--- config.mk ---
export PLATFORM = sky130hd
export DESIGN_NAME = diff_drive_ramp_packet_gen
export DESIGN_NICKNAME = d
export VERILOG_FILES = /design/src/rtl/ddrpg_pkg.sv /design/src/rtl/diff_drive_ramp_packet_gen.sv
export SDC_FILE = /design/constraint.sdc
export NUM_CORES = 2
export LEC_CHECK = 0
export BUFFER_PORTS_ARGS = -buffer_cell sky130_fd_sc_hd__buf_2
export CAP_MARGIN = 30
export CORE_ASPECT_RATIO = 1.4
export CORE_UTILIZATION = 46
export DETAILED_ROUTE_END_ITERATION = 7
export PLACE_DENSITY = 0.65
export SLEW_MARGIN = 20
export SYNTH_ARGS = -nofsm -noshare
export SYNTH_HDL_FRONTEND = slang
export SYNTH_SLANG_ARGS = --single-unit
--- constraint.sdc ---
create_clock -name clk -period 5.3 [get_ports clk]
set_clock_uncertainty 0.15 [all_clocks]
set_input_delay 1.06 -clock clk [delete_from_list [all_inputs] [get_ports clk]]
set_output_delay 1.06 -clock clk [all_outputs]
set_load 0.05 [all_outputs]
--- src/rtl/ddrpg_pkg.sv ---
// ddrpg_pkg: shared types and constants for the differential drive ramp packet generator.
// No dependencies; imported by diff_drive_ramp_packet_gen.
package ddrpg_pkg;

	typedef enum logic [2:0] {
		ST_IDLE,
		ST_PROD,
		ST_STEP_DIV,
		ST_RAMP,
		ST_TURN,
		ST_MIX,
		ST_CMD_DIV,
		ST_EMIT
	} ddrpg_state_t;

	// field widths
	localparam int CFG_W   = 15;
	localparam int ADDR_W  = 8;
	localparam int IDX_W   = 3;
	localparam int TGT_W   = 16;
	localparam int TIME_W  = 32;
	localparam int DT_W    = 7;
	localparam int PROD_W  = 22;   // accel * dt, 15 x 7 bits
	localparam int STEP_W  = 12;   // max step 3276
	localparam int REM_W   = 10;   // remainder of divide by 1000
	localparam int MAG_W   = 7;
	localparam int QUO_W   = 8;    // wheel quotient, top bit flags overflow
	localparam int CNT_W   = 5;
	localparam int Q_SHIFT = 12;   // Q4.12

	// register indexes
	localparam logic [IDX_W-1:0] REG_MAX_LIN    = 3'd0;
	localparam logic [IDX_W-1:0] REG_MAX_ANG    = 3'd1;
	localparam logic [IDX_W-1:0] REG_LIN_ACCEL  = 3'd2;
	localparam logic [IDX_W-1:0] REG_ANG_ACCEL  = 3'd3;
	localparam logic [IDX_W-1:0] REG_HALF_TRACK = 3'd4;
	localparam logic [IDX_W-1:0] REG_FRONT_ADDR = 3'd5;
	localparam logic [IDX_W-1:0] REG_REAR_ADDR  = 3'd6;

	// register reset values
	localparam logic [CFG_W-1:0]  RST_MAX_LIN    = 15'd6144;
	localparam logic [CFG_W-1:0]  RST_MAX_ANG    = 15'd8192;
	localparam logic [CFG_W-1:0]  RST_LIN_ACCEL  = 15'd8192;
	localparam logic [CFG_W-1:0]  RST_ANG_ACCEL  = 15'd16384;
	localparam logic [CFG_W-1:0]  RST_HALF_TRACK = 15'd2048;
	localparam logic [ADDR_W-1:0] RST_FRONT_ADDR = 8'd128;
	localparam logic [ADDR_W-1:0] RST_REAR_ADDR  = 8'd129;

	localparam logic [TIME_W-1:0] DT_CAP_MS = 32'd100;
	localparam logic [REM_W:0]    MS_PER_S  = 11'd1000;
	localparam logic [MAG_W-1:0]  FULL_CMD  = 7'd127;

	// motor command codes
	localparam logic [2:0] CMD_LEFT_FWD  = 3'd0;
	localparam logic [2:0] CMD_RIGHT_FWD = 3'd4;
	localparam logic [2:0] CMD_REV       = 3'd1;

	// byte position inside a packet
	localparam logic [1:0] BYTE_ADDR = 2'd0;
	localparam logic [1:0] BYTE_CMD  = 2'd1;
	localparam logic [1:0] BYTE_MAG  = 2'd2;
	localparam logic [1:0] BYTE_SUM  = 2'd3;

	// last count of each serial phase
	localparam logic [CNT_W-1:0] DIV_LAST  = 5'd21;
	localparam logic [CNT_W-1:0] TURN_LAST = 5'd14;
	localparam logic [CNT_W-1:0] CMD_LAST  = 5'd7;
	localparam logic [CNT_W-1:0] EMIT_LAST = 5'd15;

endpackage

--- src/rtl/diff_drive_ramp_packet_gen.sv ---
// diff_drive_ramp_packet_gen: slew-limited differential drive mixer emitting motor packets.
// Depends on ddrpg_pkg (state type, register indexes, command codes).

// A drive word on the slave stream carries target linear and angular speed (Q4.12) and a
// millisecond timestamp; tuser set marks a safety stop. Each accepted word produces sixteen
// bytes on the master stream: four 4-byte packets (front left, front right, rear left,
// rear right) of address, command, magnitude and 7-bit checksum, tlast on the sixteenth.
// The datapath is serial: the per-axis step accel*dt/1000 comes out of a radix-2 divider
// one quotient bit per cycle, the turn term ang*half_track is a shift-add over half_track
// one bit per cycle, and the wheel scaling *127/max_linear is a radix-2 divider giving
// one command bit per cycle. A drive word passes through acceptance, product, step divide,
// ramp, turn, mix, command divide and the sixteen bytes before the next acceptance; a
// stop word goes from acceptance straight to the bytes. One word is processed at a time;
// the final byte sits in the output register while the next word is taken. Configuration
// writes are taken every cycle and belong to idle periods.
module diff_drive_ramp_packet_gen import ddrpg_pkg::*; #(
	parameter int SPEED_WIDTH = 16
) (
	input  logic              clk,
	input  logic              arst_n,
	// slave stream
	input  logic              s_tvalid,
	output logic              s_tready,
	input  logic [63:0]       s_tdata,    // [15:0] target_lin, [31:16] target_ang, [63:32] now_ms
	input  logic [0:0]        s_tuser,    // [0] func (1 = stop)
	// master stream
	output logic              m_tvalid,
	input  logic              m_tready,
	output logic [7:0]        m_tdata,    // [7:0] tx_byte
	output logic              m_tlast,    // last_byte
	// configuration writes
	input  logic              cfg_valid,
	output logic              cfg_ready,
	input  logic [IDX_W-1:0]  cfg_index,
	input  logic [CFG_W-1:0]  cfg_data
);

	localparam int SW    = SPEED_WIDTH;
	localparam int RW    = ((SW > TGT_W) ? SW : TGT_W) + 2;  // ramp arithmetic width
	localparam int TW    = SW + CFG_W;                       // ang * half_track
	localparam int QW    = SW + 16;                          // wheel value, Q8.24
	localparam int NW    = QW - 5;                           // |wheel|*127 >> 12
	localparam int DVS_W = CFG_W + MAG_W;                    // max_lin << 7
	localparam int CW    = (NW > DVS_W) ? NW : DVS_W;        // wheel divider width

	localparam logic signed [RW-1:0] SPD_MAX = $signed({{(RW-SW+1){1'b0}}, {(SW-1){1'b1}}});
	localparam logic signed [RW-1:0] SPD_MIN = ~SPD_MAX;

	ddrpg_state_t state_q, state_d;
	logic [CNT_W-1:0] cnt_q, cnt_d;

	// configuration
	logic [CFG_W-1:0]  max_lin_q, max_ang_q, lin_acc_q, ang_acc_q, half_track_q;
	logic [ADDR_W-1:0] front_addr_q, rear_addr_q;

	// architectural state
	logic [TIME_W-1:0]      last_time_q;
	logic signed [SW-1:0]   lin_q, ang_q;

	// per-word working registers
	logic signed [TGT_W-1:0] tl_q, ta_q;
	logic [DT_W-1:0]         dt_q;
	logic [REM_W-1:0]        sl_rem_q, sa_rem_q;
	logic [PROD_W-1:0]       sl_quo_q, sa_quo_q;
	logic signed [TW-1:0]    turn_q;
	logic [CFG_W-1:0]        ht_sh_q;
	logic [CW-1:0]           rem_l_q, rem_r_q, dvs_q;
	logic [QUO_W-1:0]        quo_l_q, quo_r_q;
	logic                    neg_l_q, neg_r_q;

	// output register
	logic              m_tvalid_q;
	logic [7:0]        m_tdata_q;
	logic              m_tlast_q;

	logic accept, out_load;

	// ------------------------------------------------------------------
	// helpers
	// ------------------------------------------------------------------
	function automatic logic signed [TGT_W-1:0] clamp_sym(logic signed [TGT_W-1:0] v,
			logic [CFG_W-1:0] lim);
		logic signed [TGT_W:0] vx, lp, ln;
		vx = {v[TGT_W-1], v};
		lp = $signed({2'b00, lim});
		ln = -lp;
		if (vx > lp) return lp[TGT_W-1:0];
		else if (vx < ln) return ln[TGT_W-1:0];
		else return v;
	endfunction

	// move cur toward tgt by at most step, then saturate to the speed range
	function automatic logic signed [SW-1:0] ramp_sat(logic signed [SW-1:0] cur,
			logic signed [TGT_W-1:0] tgt, logic [STEP_W-1:0] step);
		logic signed [RW-1:0] c, t, s, e, r;
		c = RW'(cur);
		t = RW'(tgt);
		s = $signed({{(RW-STEP_W){1'b0}}, step});
		e = t - c;
		if (e > s) r = c + s;
		else if (e < -s) r = c - s;
		else r = t;
		if (r > SPD_MAX) r = SPD_MAX;
		else if (r < SPD_MIN) r = SPD_MIN;
		return r[SW-1:0];
	endfunction

	// floor(|q|*127 / 4096), dividend of the wheel divider
	function automatic logic [CW-1:0] wheel_num(logic signed [QW-1:0] q);
		logic [QW-1:0]   m;
		logic [QW+6:0]   p;
		m = q[QW-1] ? (~q + 1'b1) : q;
		p = {m, 7'b0} - {7'b0, m};
		return CW'(p[QW+6:Q_SHIFT]);
	endfunction

	// ------------------------------------------------------------------
	// datapath logic
	// ------------------------------------------------------------------
	logic [TIME_W-1:0]  dt_raw;
	logic [DT_W-1:0]    dt_cap;
	logic [PROD_W-1:0]  p_lin, p_ang;
	logic [REM_W:0]     trial_l, trial_a;
	logic               ge_sl, ge_sa;
	logic signed [TW-1:0] turn_nx;
	logic signed [QW-1:0] lin4k, turn_x, wl, wr;
	logic [CFG_W-1:0]   dv;
	logic               ge_l, ge_r;
	logic [MAG_W-1:0]   mag_l, mag_r, mag_sel;
	logic               neg_sel, right, rear;
	logic [2:0]         cmd_sel;
	logic [ADDR_W-1:0]  addr_sel, sum_sel, byte_sel;

	assign dt_raw = s_tdata[63:32] - last_time_q;
	assign dt_cap = (dt_raw > DT_CAP_MS) ? DT_CAP_MS[DT_W-1:0] : dt_raw[DT_W-1:0];

	assign p_lin = {{(PROD_W-CFG_W){1'b0}}, lin_acc_q} * {{(PROD_W-DT_W){1'b0}}, dt_q};
	assign p_ang = {{(PROD_W-CFG_W){1'b0}}, ang_acc_q} * {{(PROD_W-DT_W){1'b0}}, dt_q};

	// divide by 1000, one quotient bit a cycle
	assign trial_l = {sl_rem_q, sl_quo_q[PROD_W-1]};
	assign trial_a = {sa_rem_q, sa_quo_q[PROD_W-1]};
	assign ge_sl   = trial_l >= MS_PER_S;
	assign ge_sa   = trial_a >= MS_PER_S;

	// shift-add over half_track, MSB first
	assign turn_nx = {turn_q[TW-2:0], 1'b0} + (ht_sh_q[CFG_W-1] ? TW'(ang_q) : '0);

	assign lin4k  = QW'(lin_q) <<< Q_SHIFT;
	assign turn_x = QW'(turn_q);
	assign wl     = lin4k - turn_x;
	assign wr     = lin4k + turn_x;

	assign dv   = (max_lin_q == '0) ? CFG_W'(1) : max_lin_q;
	assign ge_l = rem_l_q >= dvs_q;
	assign ge_r = rem_r_q >= dvs_q;

	// packet byte selection; quotient top bit set means the command saturates
	assign mag_l    = quo_l_q[QUO_W-1] ? FULL_CMD : quo_l_q[MAG_W-1:0];
	assign mag_r    = quo_r_q[QUO_W-1] ? FULL_CMD : quo_r_q[MAG_W-1:0];
	assign right    = cnt_q[2];
	assign rear     = cnt_q[3];
	assign mag_sel  = right ? mag_r : mag_l;
	assign neg_sel  = right ? neg_r_q : neg_l_q;
	assign cmd_sel  = (right ? CMD_RIGHT_FWD : CMD_LEFT_FWD)
			| ((neg_sel && (mag_sel != '0)) ? CMD_REV : 3'd0);
	assign addr_sel = rear ? rear_addr_q : front_addr_q;
	assign sum_sel  = addr_sel + {5'b0, cmd_sel} + {1'b0, mag_sel};

	always_comb begin
		case (cnt_q[1:0])
			BYTE_ADDR: byte_sel = addr_sel;
			BYTE_CMD:  byte_sel = {5'b0, cmd_sel};
			BYTE_MAG:  byte_sel = {1'b0, mag_sel};
			BYTE_SUM:  byte_sel = {1'b0, sum_sel[6:0]};
			default:   byte_sel = addr_sel;
		endcase
	end

	// ------------------------------------------------------------------
	// control
	// ------------------------------------------------------------------
	assign accept    = s_tvalid && s_tready;
	assign out_load  = (state_q == ST_EMIT) && (!m_tvalid_q || m_tready);
	assign cfg_ready = 1'b1;
	assign m_tvalid  = m_tvalid_q;
	assign m_tdata   = m_tdata_q;
	assign m_tlast   = m_tlast_q;

	always_comb begin
		state_d  = state_q;
		cnt_d    = cnt_q;
		s_tready = (state_q == ST_IDLE);
		case (state_q)
			ST_IDLE: begin
				if (accept) state_d = s_tuser[0] ? ST_EMIT : ST_PROD;
			end
			ST_PROD: state_d = ST_STEP_DIV;
			ST_STEP_DIV: begin
				if (cnt_q == DIV_LAST) begin
					state_d = ST_RAMP;
					cnt_d   = '0;
				end else cnt_d = cnt_q + 1'b1;
			end
			ST_RAMP: state_d = ST_TURN;
			ST_TURN: begin
				if (cnt_q == TURN_LAST) begin
					state_d = ST_MIX;
					cnt_d   = '0;
				end else cnt_d = cnt_q + 1'b1;
			end
			ST_MIX: state_d = ST_CMD_DIV;
			ST_CMD_DIV: begin
				if (cnt_q == CMD_LAST) begin
					state_d = ST_EMIT;
					cnt_d   = '0;
				end else cnt_d = cnt_q + 1'b1;
			end
			ST_EMIT: begin
				if (out_load) begin
					if (cnt_q == EMIT_LAST) begin
						state_d = ST_IDLE;
						cnt_d   = '0;
					end else cnt_d = cnt_q + 1'b1;
				end
			end
			default: begin
				state_d = ST_IDLE;
				cnt_d   = '0;
			end
		endcase
	end

	always_ff @(posedge clk or negedge arst_n) begin
		if (!arst_n) begin
			state_q <= ST_IDLE;
			cnt_q   <= '0;
		end else begin
			state_q <= state_d;
			cnt_q   <= cnt_d;
		end
	end

	// configuration, speeds, timestamp, output valid
	always_ff @(posedge clk or negedge arst_n) begin
		if (!arst_n) begin
			max_lin_q    <= RST_MAX_LIN;
			max_ang_q    <= RST_MAX_ANG;
			lin_acc_q    <= RST_LIN_ACCEL;
			ang_acc_q    <= RST_ANG_ACCEL;
			half_track_q <= RST_HALF_TRACK;
			front_addr_q <= RST_FRONT_ADDR;
			rear_addr_q  <= RST_REAR_ADDR;
			last_time_q  <= '0;
			lin_q        <= '0;
			ang_q        <= '0;
			m_tvalid_q   <= 1'b0;
		end else begin
			if (cfg_valid) begin
				case (cfg_index)
					REG_MAX_LIN:    max_lin_q    <= cfg_data;
					REG_MAX_ANG:    max_ang_q    <= cfg_data;
					REG_LIN_ACCEL:  lin_acc_q    <= cfg_data;
					REG_ANG_ACCEL:  ang_acc_q    <= cfg_data;
					REG_HALF_TRACK: half_track_q <= cfg_data;
					REG_FRONT_ADDR: front_addr_q <= cfg_data[ADDR_W-1:0];
					REG_REAR_ADDR:  rear_addr_q  <= cfg_data[ADDR_W-1:0];
					default: ;
				endcase
			end
			// stop leaves the timestamp alone
			if (accept && !s_tuser[0]) last_time_q <= s_tdata[63:32];
			if (accept && s_tuser[0]) begin
				lin_q <= '0;
				ang_q <= '0;
			end else if (state_q == ST_RAMP) begin
				lin_q <= ramp_sat(lin_q, tl_q, sl_quo_q[STEP_W-1:0]);
				ang_q <= ramp_sat(ang_q, ta_q, sa_quo_q[STEP_W-1:0]);
			end
			if (out_load) m_tvalid_q <= 1'b1;
			else if (m_tready) m_tvalid_q <= 1'b0;
		end
	end

	// serial datapath
	always_ff @(posedge clk) begin
		case (state_q)
			ST_IDLE: begin
				if (accept) begin
					tl_q    <= clamp_sym(s_tdata[15:0], max_lin_q);
					ta_q    <= clamp_sym(s_tdata[31:16], max_ang_q);
					dt_q    <= dt_cap;
					quo_l_q <= '0;
					quo_r_q <= '0;
					neg_l_q <= 1'b0;
					neg_r_q <= 1'b0;
				end
			end
			ST_PROD: begin
				sl_quo_q <= p_lin;
				sa_quo_q <= p_ang;
				sl_rem_q <= '0;
				sa_rem_q <= '0;
			end
			ST_STEP_DIV: begin
				sl_rem_q <= ge_sl ? REM_W'(trial_l - MS_PER_S) : trial_l[REM_W-1:0];
				sa_rem_q <= ge_sa ? REM_W'(trial_a - MS_PER_S) : trial_a[REM_W-1:0];
				sl_quo_q <= {sl_quo_q[PROD_W-2:0], ge_sl};
				sa_quo_q <= {sa_quo_q[PROD_W-2:0], ge_sa};
			end
			ST_RAMP: begin
				turn_q  <= '0;
				ht_sh_q <= half_track_q;
			end
			ST_TURN: begin
				turn_q  <= turn_nx;
				ht_sh_q <= {ht_sh_q[CFG_W-2:0], 1'b0};
			end
			ST_MIX: begin
				rem_l_q <= wheel_num(wl);
				rem_r_q <= wheel_num(wr);
				neg_l_q <= wl[QW-1];
				neg_r_q <= wr[QW-1];
				dvs_q   <= CW'({dv, {MAG_W{1'b0}}});
			end
			ST_CMD_DIV: begin
				rem_l_q <= ge_l ? (rem_l_q - dvs_q) : rem_l_q;
				rem_r_q <= ge_r ? (rem_r_q - dvs_q) : rem_r_q;
				quo_l_q <= {quo_l_q[QUO_W-2:0], ge_l};
				quo_r_q <= {quo_r_q[QUO_W-2:0], ge_r};
				dvs_q   <= dvs_q >> 1;
			end
			ST_EMIT: begin
				if (out_load) begin
					m_tdata_q <= byte_sel;
					m_tlast_q <= (cnt_q == EMIT_LAST);
				end
			end
			default: ;
		endcase
	end

	// ------------------------------------------------------------------
	// assertions
	// ------------------------------------------------------------------
	a_accept_cnt_clear: assert property (@(posedge clk) disable iff (!arst_n)
		accept |-> (cnt_q == '0))
		else $error("byte counter not cleared at word acceptance");

	a_stop_clears: assert property (@(posedge clk) disable iff (!arst_n)
		(accept && s_tuser[0]) |=> (lin_q == '0) && (ang_q == '0) && (state_q == ST_EMIT))
		else $error("stop word did not clear speeds");

	a_time_hold: assert property (@(posedge clk) disable iff (!arst_n)
		!(accept && !s_tuser[0]) |=> $stable(last_time_q))
		else $error("timestamp changed without a drive word");

	a_divisor_live: assert property (@(posedge clk) disable iff (!arst_n)
		(state_q == ST_CMD_DIV) |-> (dvs_q != '0))
		else $error("wheel divisor shifted out");

endmodule
==> summary.md <==
| Metric | Value |
|---|---|
| Status | finished with violations |
| Failing checks | negative setup slack |
| Initial DRC count | 2512 |
| Vias | 40.8k |
| FFs w/ async S/R, synth | between 30% and 40% |
| Crit-path slowest cell | edfxtp_1 |
| Cell count after synthesis | 5150 |
| Post-Syn Nets | 5866 |
| Die X | 263 um |
| Clock root cell | clkbuf_16 |
| CP Data Required Time | 5.48 ns |
| Routed length per placed instance | 19.4 um |
| Final Util | 58.0% |
| Hold Vio Cnt, Final | 0 |
| Most frequent cell after synthesis | nand2_1 |
| Max Fclk | ~180 MHz |
| Leading area contributor after synthesis | edfxtp_1 |
| Vias in the first global route | 40.7k |
| Total congestion overflow | 0 |
| Iteration count of the initial detailed-routing pass | 6 |
| Final slew viol count | 0 |
| Post-synth EDFFs | 252 |
| Final worst path period share | 104% |
| CP Cell Sequence | inv_2 -> ha_4 -> nand2b_1 -> a221oi_2 -> buf_4 -> o211ai_1 -> and3_1 -> xnor2_1 -> buf_4 -> inv_1 -> nor4_4 -> a31oi_1 -> xnor2_1 -> inv_1 -> ha_4 -> a21o_1 -> a21o_1 -> a21o_1 -> or3_1 -> o22ai_2 -> a21bo_1 -> a31oi_2 -> xor2_1 -> mux2i_1 |
| Setup CP Type | reg2reg |
| H-tree levels | 2 |
| Final Worst Setup Slack | -0.199 ns |
| Syn-to-layout area delta | 24.4% |
| Post-route DRC | 0 |
| Cts hold-fix bufs | 0 |
| Global-route wire length before repair | 214 mm |
| Worst reg2reg startpoint | turn_q[13] |
| Gpl congestion | 0.968 |
| Unrepaired setup endpoints after global routing | true |
| Clock buffer count from CTS | 49 |
| Post-synth top cells | nand2_1, inv_1, ha_1 |
| CP Data Arrival Time | 5.68 ns |
| Antenna-violating nets left | 0 |
| Worst-case reg-to-reg path depth | 24 |
| Buf/Inv on CP | 5 |
| Synth Area per Inst | roughly 8.5 um2 |
| Slew at the pin with the worst max-slew slack | 0.951 ns |
| Crit-path leading delay family | compound AO/OA/AOI/OAI gates |
| Sequential area share after synthesis | 26.5% |
| Element type at the critical path end | flip-flop |
| Worst path max stage delay | 0.43 ns |
| Share of cells above drive strength 1 | about 22% |
| Clk sinks | 416 |
| Cell repeated most along the worst path | a21o_1 |
| Largest net degree at the start of global routing | 97 |
| Final hold slack | about 0.34 ns |
| CTS max path bufs | 3 |
| Top post-synthesis cells by area | edfxtp_1, ha_1, dfrtp_1 |
| TritonCTS clock tree | built |
| # port buffers | 98 |
| Final wirelength | 139 mm |
| Final Critical Period | 5.50 ns |
| Num rows | between 100 and 150 |
| I/O pins | 100 |
| Mapped cell area | 44000 um2 |
| Die Ht | 368 um |
| Post-DP HPWL | approximately 110 mm |
| Nets | about 6.6k |
| Initial cell density of the core | 46.7% |
| Synth warnings | 0 |
| Fill cells | 8470 |
| Area share of the leading cell type in the synthesized netlist | 17.2% |
| Critical path fanouts, max | 4 |
| Vias per cell | between 5 and 6 |
| Final Setup Violations | 6 |
| CTS clk-pin slew, worst paths | 0.07 ns |
| Clk_lat worst skew | 0.63 ns |
| Core area | 94400 um2 |
| Worst slew margin | 36.6% |
| Critical Path Start Type | flip-flop |
| Reg2Reg Capture Point | rem_r_q[23] |
| Max Cap Viol | 0 |
| Top FF cell, synth | edfxtp_1 |
| Class of the worst hold path | in2async |
| Synth Register Bits | about 420 |
| Netlist cell types | 104 |
| DIE AREA | 97000 um2 |
| R2r setup slk | -0.20 ns |
| Overall global routing resource usage | between 20% and 30% |
| Initial antenna violation count | 19 |
## routing by layer
layer / vias to the layer above / GRT usage [%] / share of wire (%)
li1: 19800 / - / -
met1: 19600 / 29.8 / 37
met2: 1002 / 52.7 / 52
met3: 387 / 3.60 / 4.3
met4: 10 / 14.0 / 6.1
met5: - / 0 / 0.045
## registers in the layout (all words and copies together) (netlist names), 10 cells and up
signal / count
max_lin_q: 15
sa_rem_q: 10
dvs_q: 22
sl_rem_q: 10
sa_quo_q: 22
ang_q: 16
lin_acc_q: 15
ang_acc_q: 15
turn_q: 31
last_time_q: 32
max_ang_q: 15
rem_l_q: 27
ht_sh_q: 15
rem_r_q: 27
tl_q: 16
sl_quo_q: 22
lin_q: 16
half_track_q: 15
ta_q: 16
## kinds of logic (layout without fill, tap and decap cells)
kind of cell	count (synthesis)	after routing	synth area share (%)
buf+inv	674	1442	5.85
simple gates	1632	1632	17.9
flops	416	416	26.5
fa+ha+maj	630	630	20.3
other cells	1	8	0.00852
mux	115	115	2.82
xor+xnor	309	309	6.16
compound gates	1373	1373	20.4
## repair_timing
action / 4_1_cts / 5_1_grt
endpoints found under the setup margin: 57 / 85
gates cloned: 0 / 1
pin swaps: 62 / 175
setup buffers: 34 / 52
hold endpoints to repair: 0 / 0
resized for setup: 121 / 225
## through the flow
| stage | setup slack (ns) | TNS [ns] | instances | instance area, um2 |
|---|---|---|---|---|
| 6_report | -0.199 | -0.843 | 7140 | 54800 |
| 4_1_cts | -0.116 | -0.323 | 7081 | 53300 |
| 3_3_place_gp | -0.455 | -7.61 | 6956 | 50600 |
| 2_1_floorplan | -0.0876 | -0.246 | 5150 | 44200 |
| 5_1_grt | -0.385 | -7.02 | 7137 | 54800 |
| 3_5_place_dp | -0.454 | -10.46 | 6956 | 50600 |
## area by class of cell
class | count | area [um2] | share of cell area [%]
multi-input combinational | 4060 | 31500 | 57.5
sequential | 416 | 11700 | 21.3
timing repair buffer | 842 | 6400 | 11.7
inverter | 509 | 1910 | 3.49
tap | 1215 | 1520 | 2.78
clock buffer | 57 | 1360 | 2.49
clock inverter | 34 | 388 | 0.708
antenna | 7 | 17.5 | 0.0320
## worst max-delay path by stage
stage | startpoint | endpoint | slack (ns) | cells after the start
2_1_floorplan | lin_q[0] | rem_r_q[23] | -0.09 | 23
3_3_place_gp | lin_q[14] | rem_r_q[25] | -0.45 | 25
3_5_place_dp | lin_q[14] | rem_r_q[25] | -0.45 | 25
4_1_cts | lin_q[0] | rem_r_q[23] | -0.12 | 24
5_1_grt | dt_q[1] | sa_quo_q[18] | -0.39 | 22
6_report | turn_q[13] | rem_r_q[23] | -0.20 | 24
## placed cells by master (no fill, tap or decap), drive strengths merged, types with 62 or more instances in the layout
| cell | instances |
|---|---|
| ha | 486 |
| and2 | 124 |
| o21a | 62 |
| xor2 | 115 |
| nand2 | 557 |
| buf | 841 |
| mux2 | 71 |
| a21oi | 353 |
| nor3 | 111 |
| xnor2 | 194 |
| inv | 519 |
| o21ai | 326 |
| fa | 142 |
| edfxtp | 252 |
| dfrtp | 155 |
| nand2b | 66 |
| nor2 | 361 |
| a21o | 134 |
| nand3 | 101 |
Power is left out: the tool's default activity adds up to more than one toggle a clock period on the data nets, which glitch-free logic cannot reach.
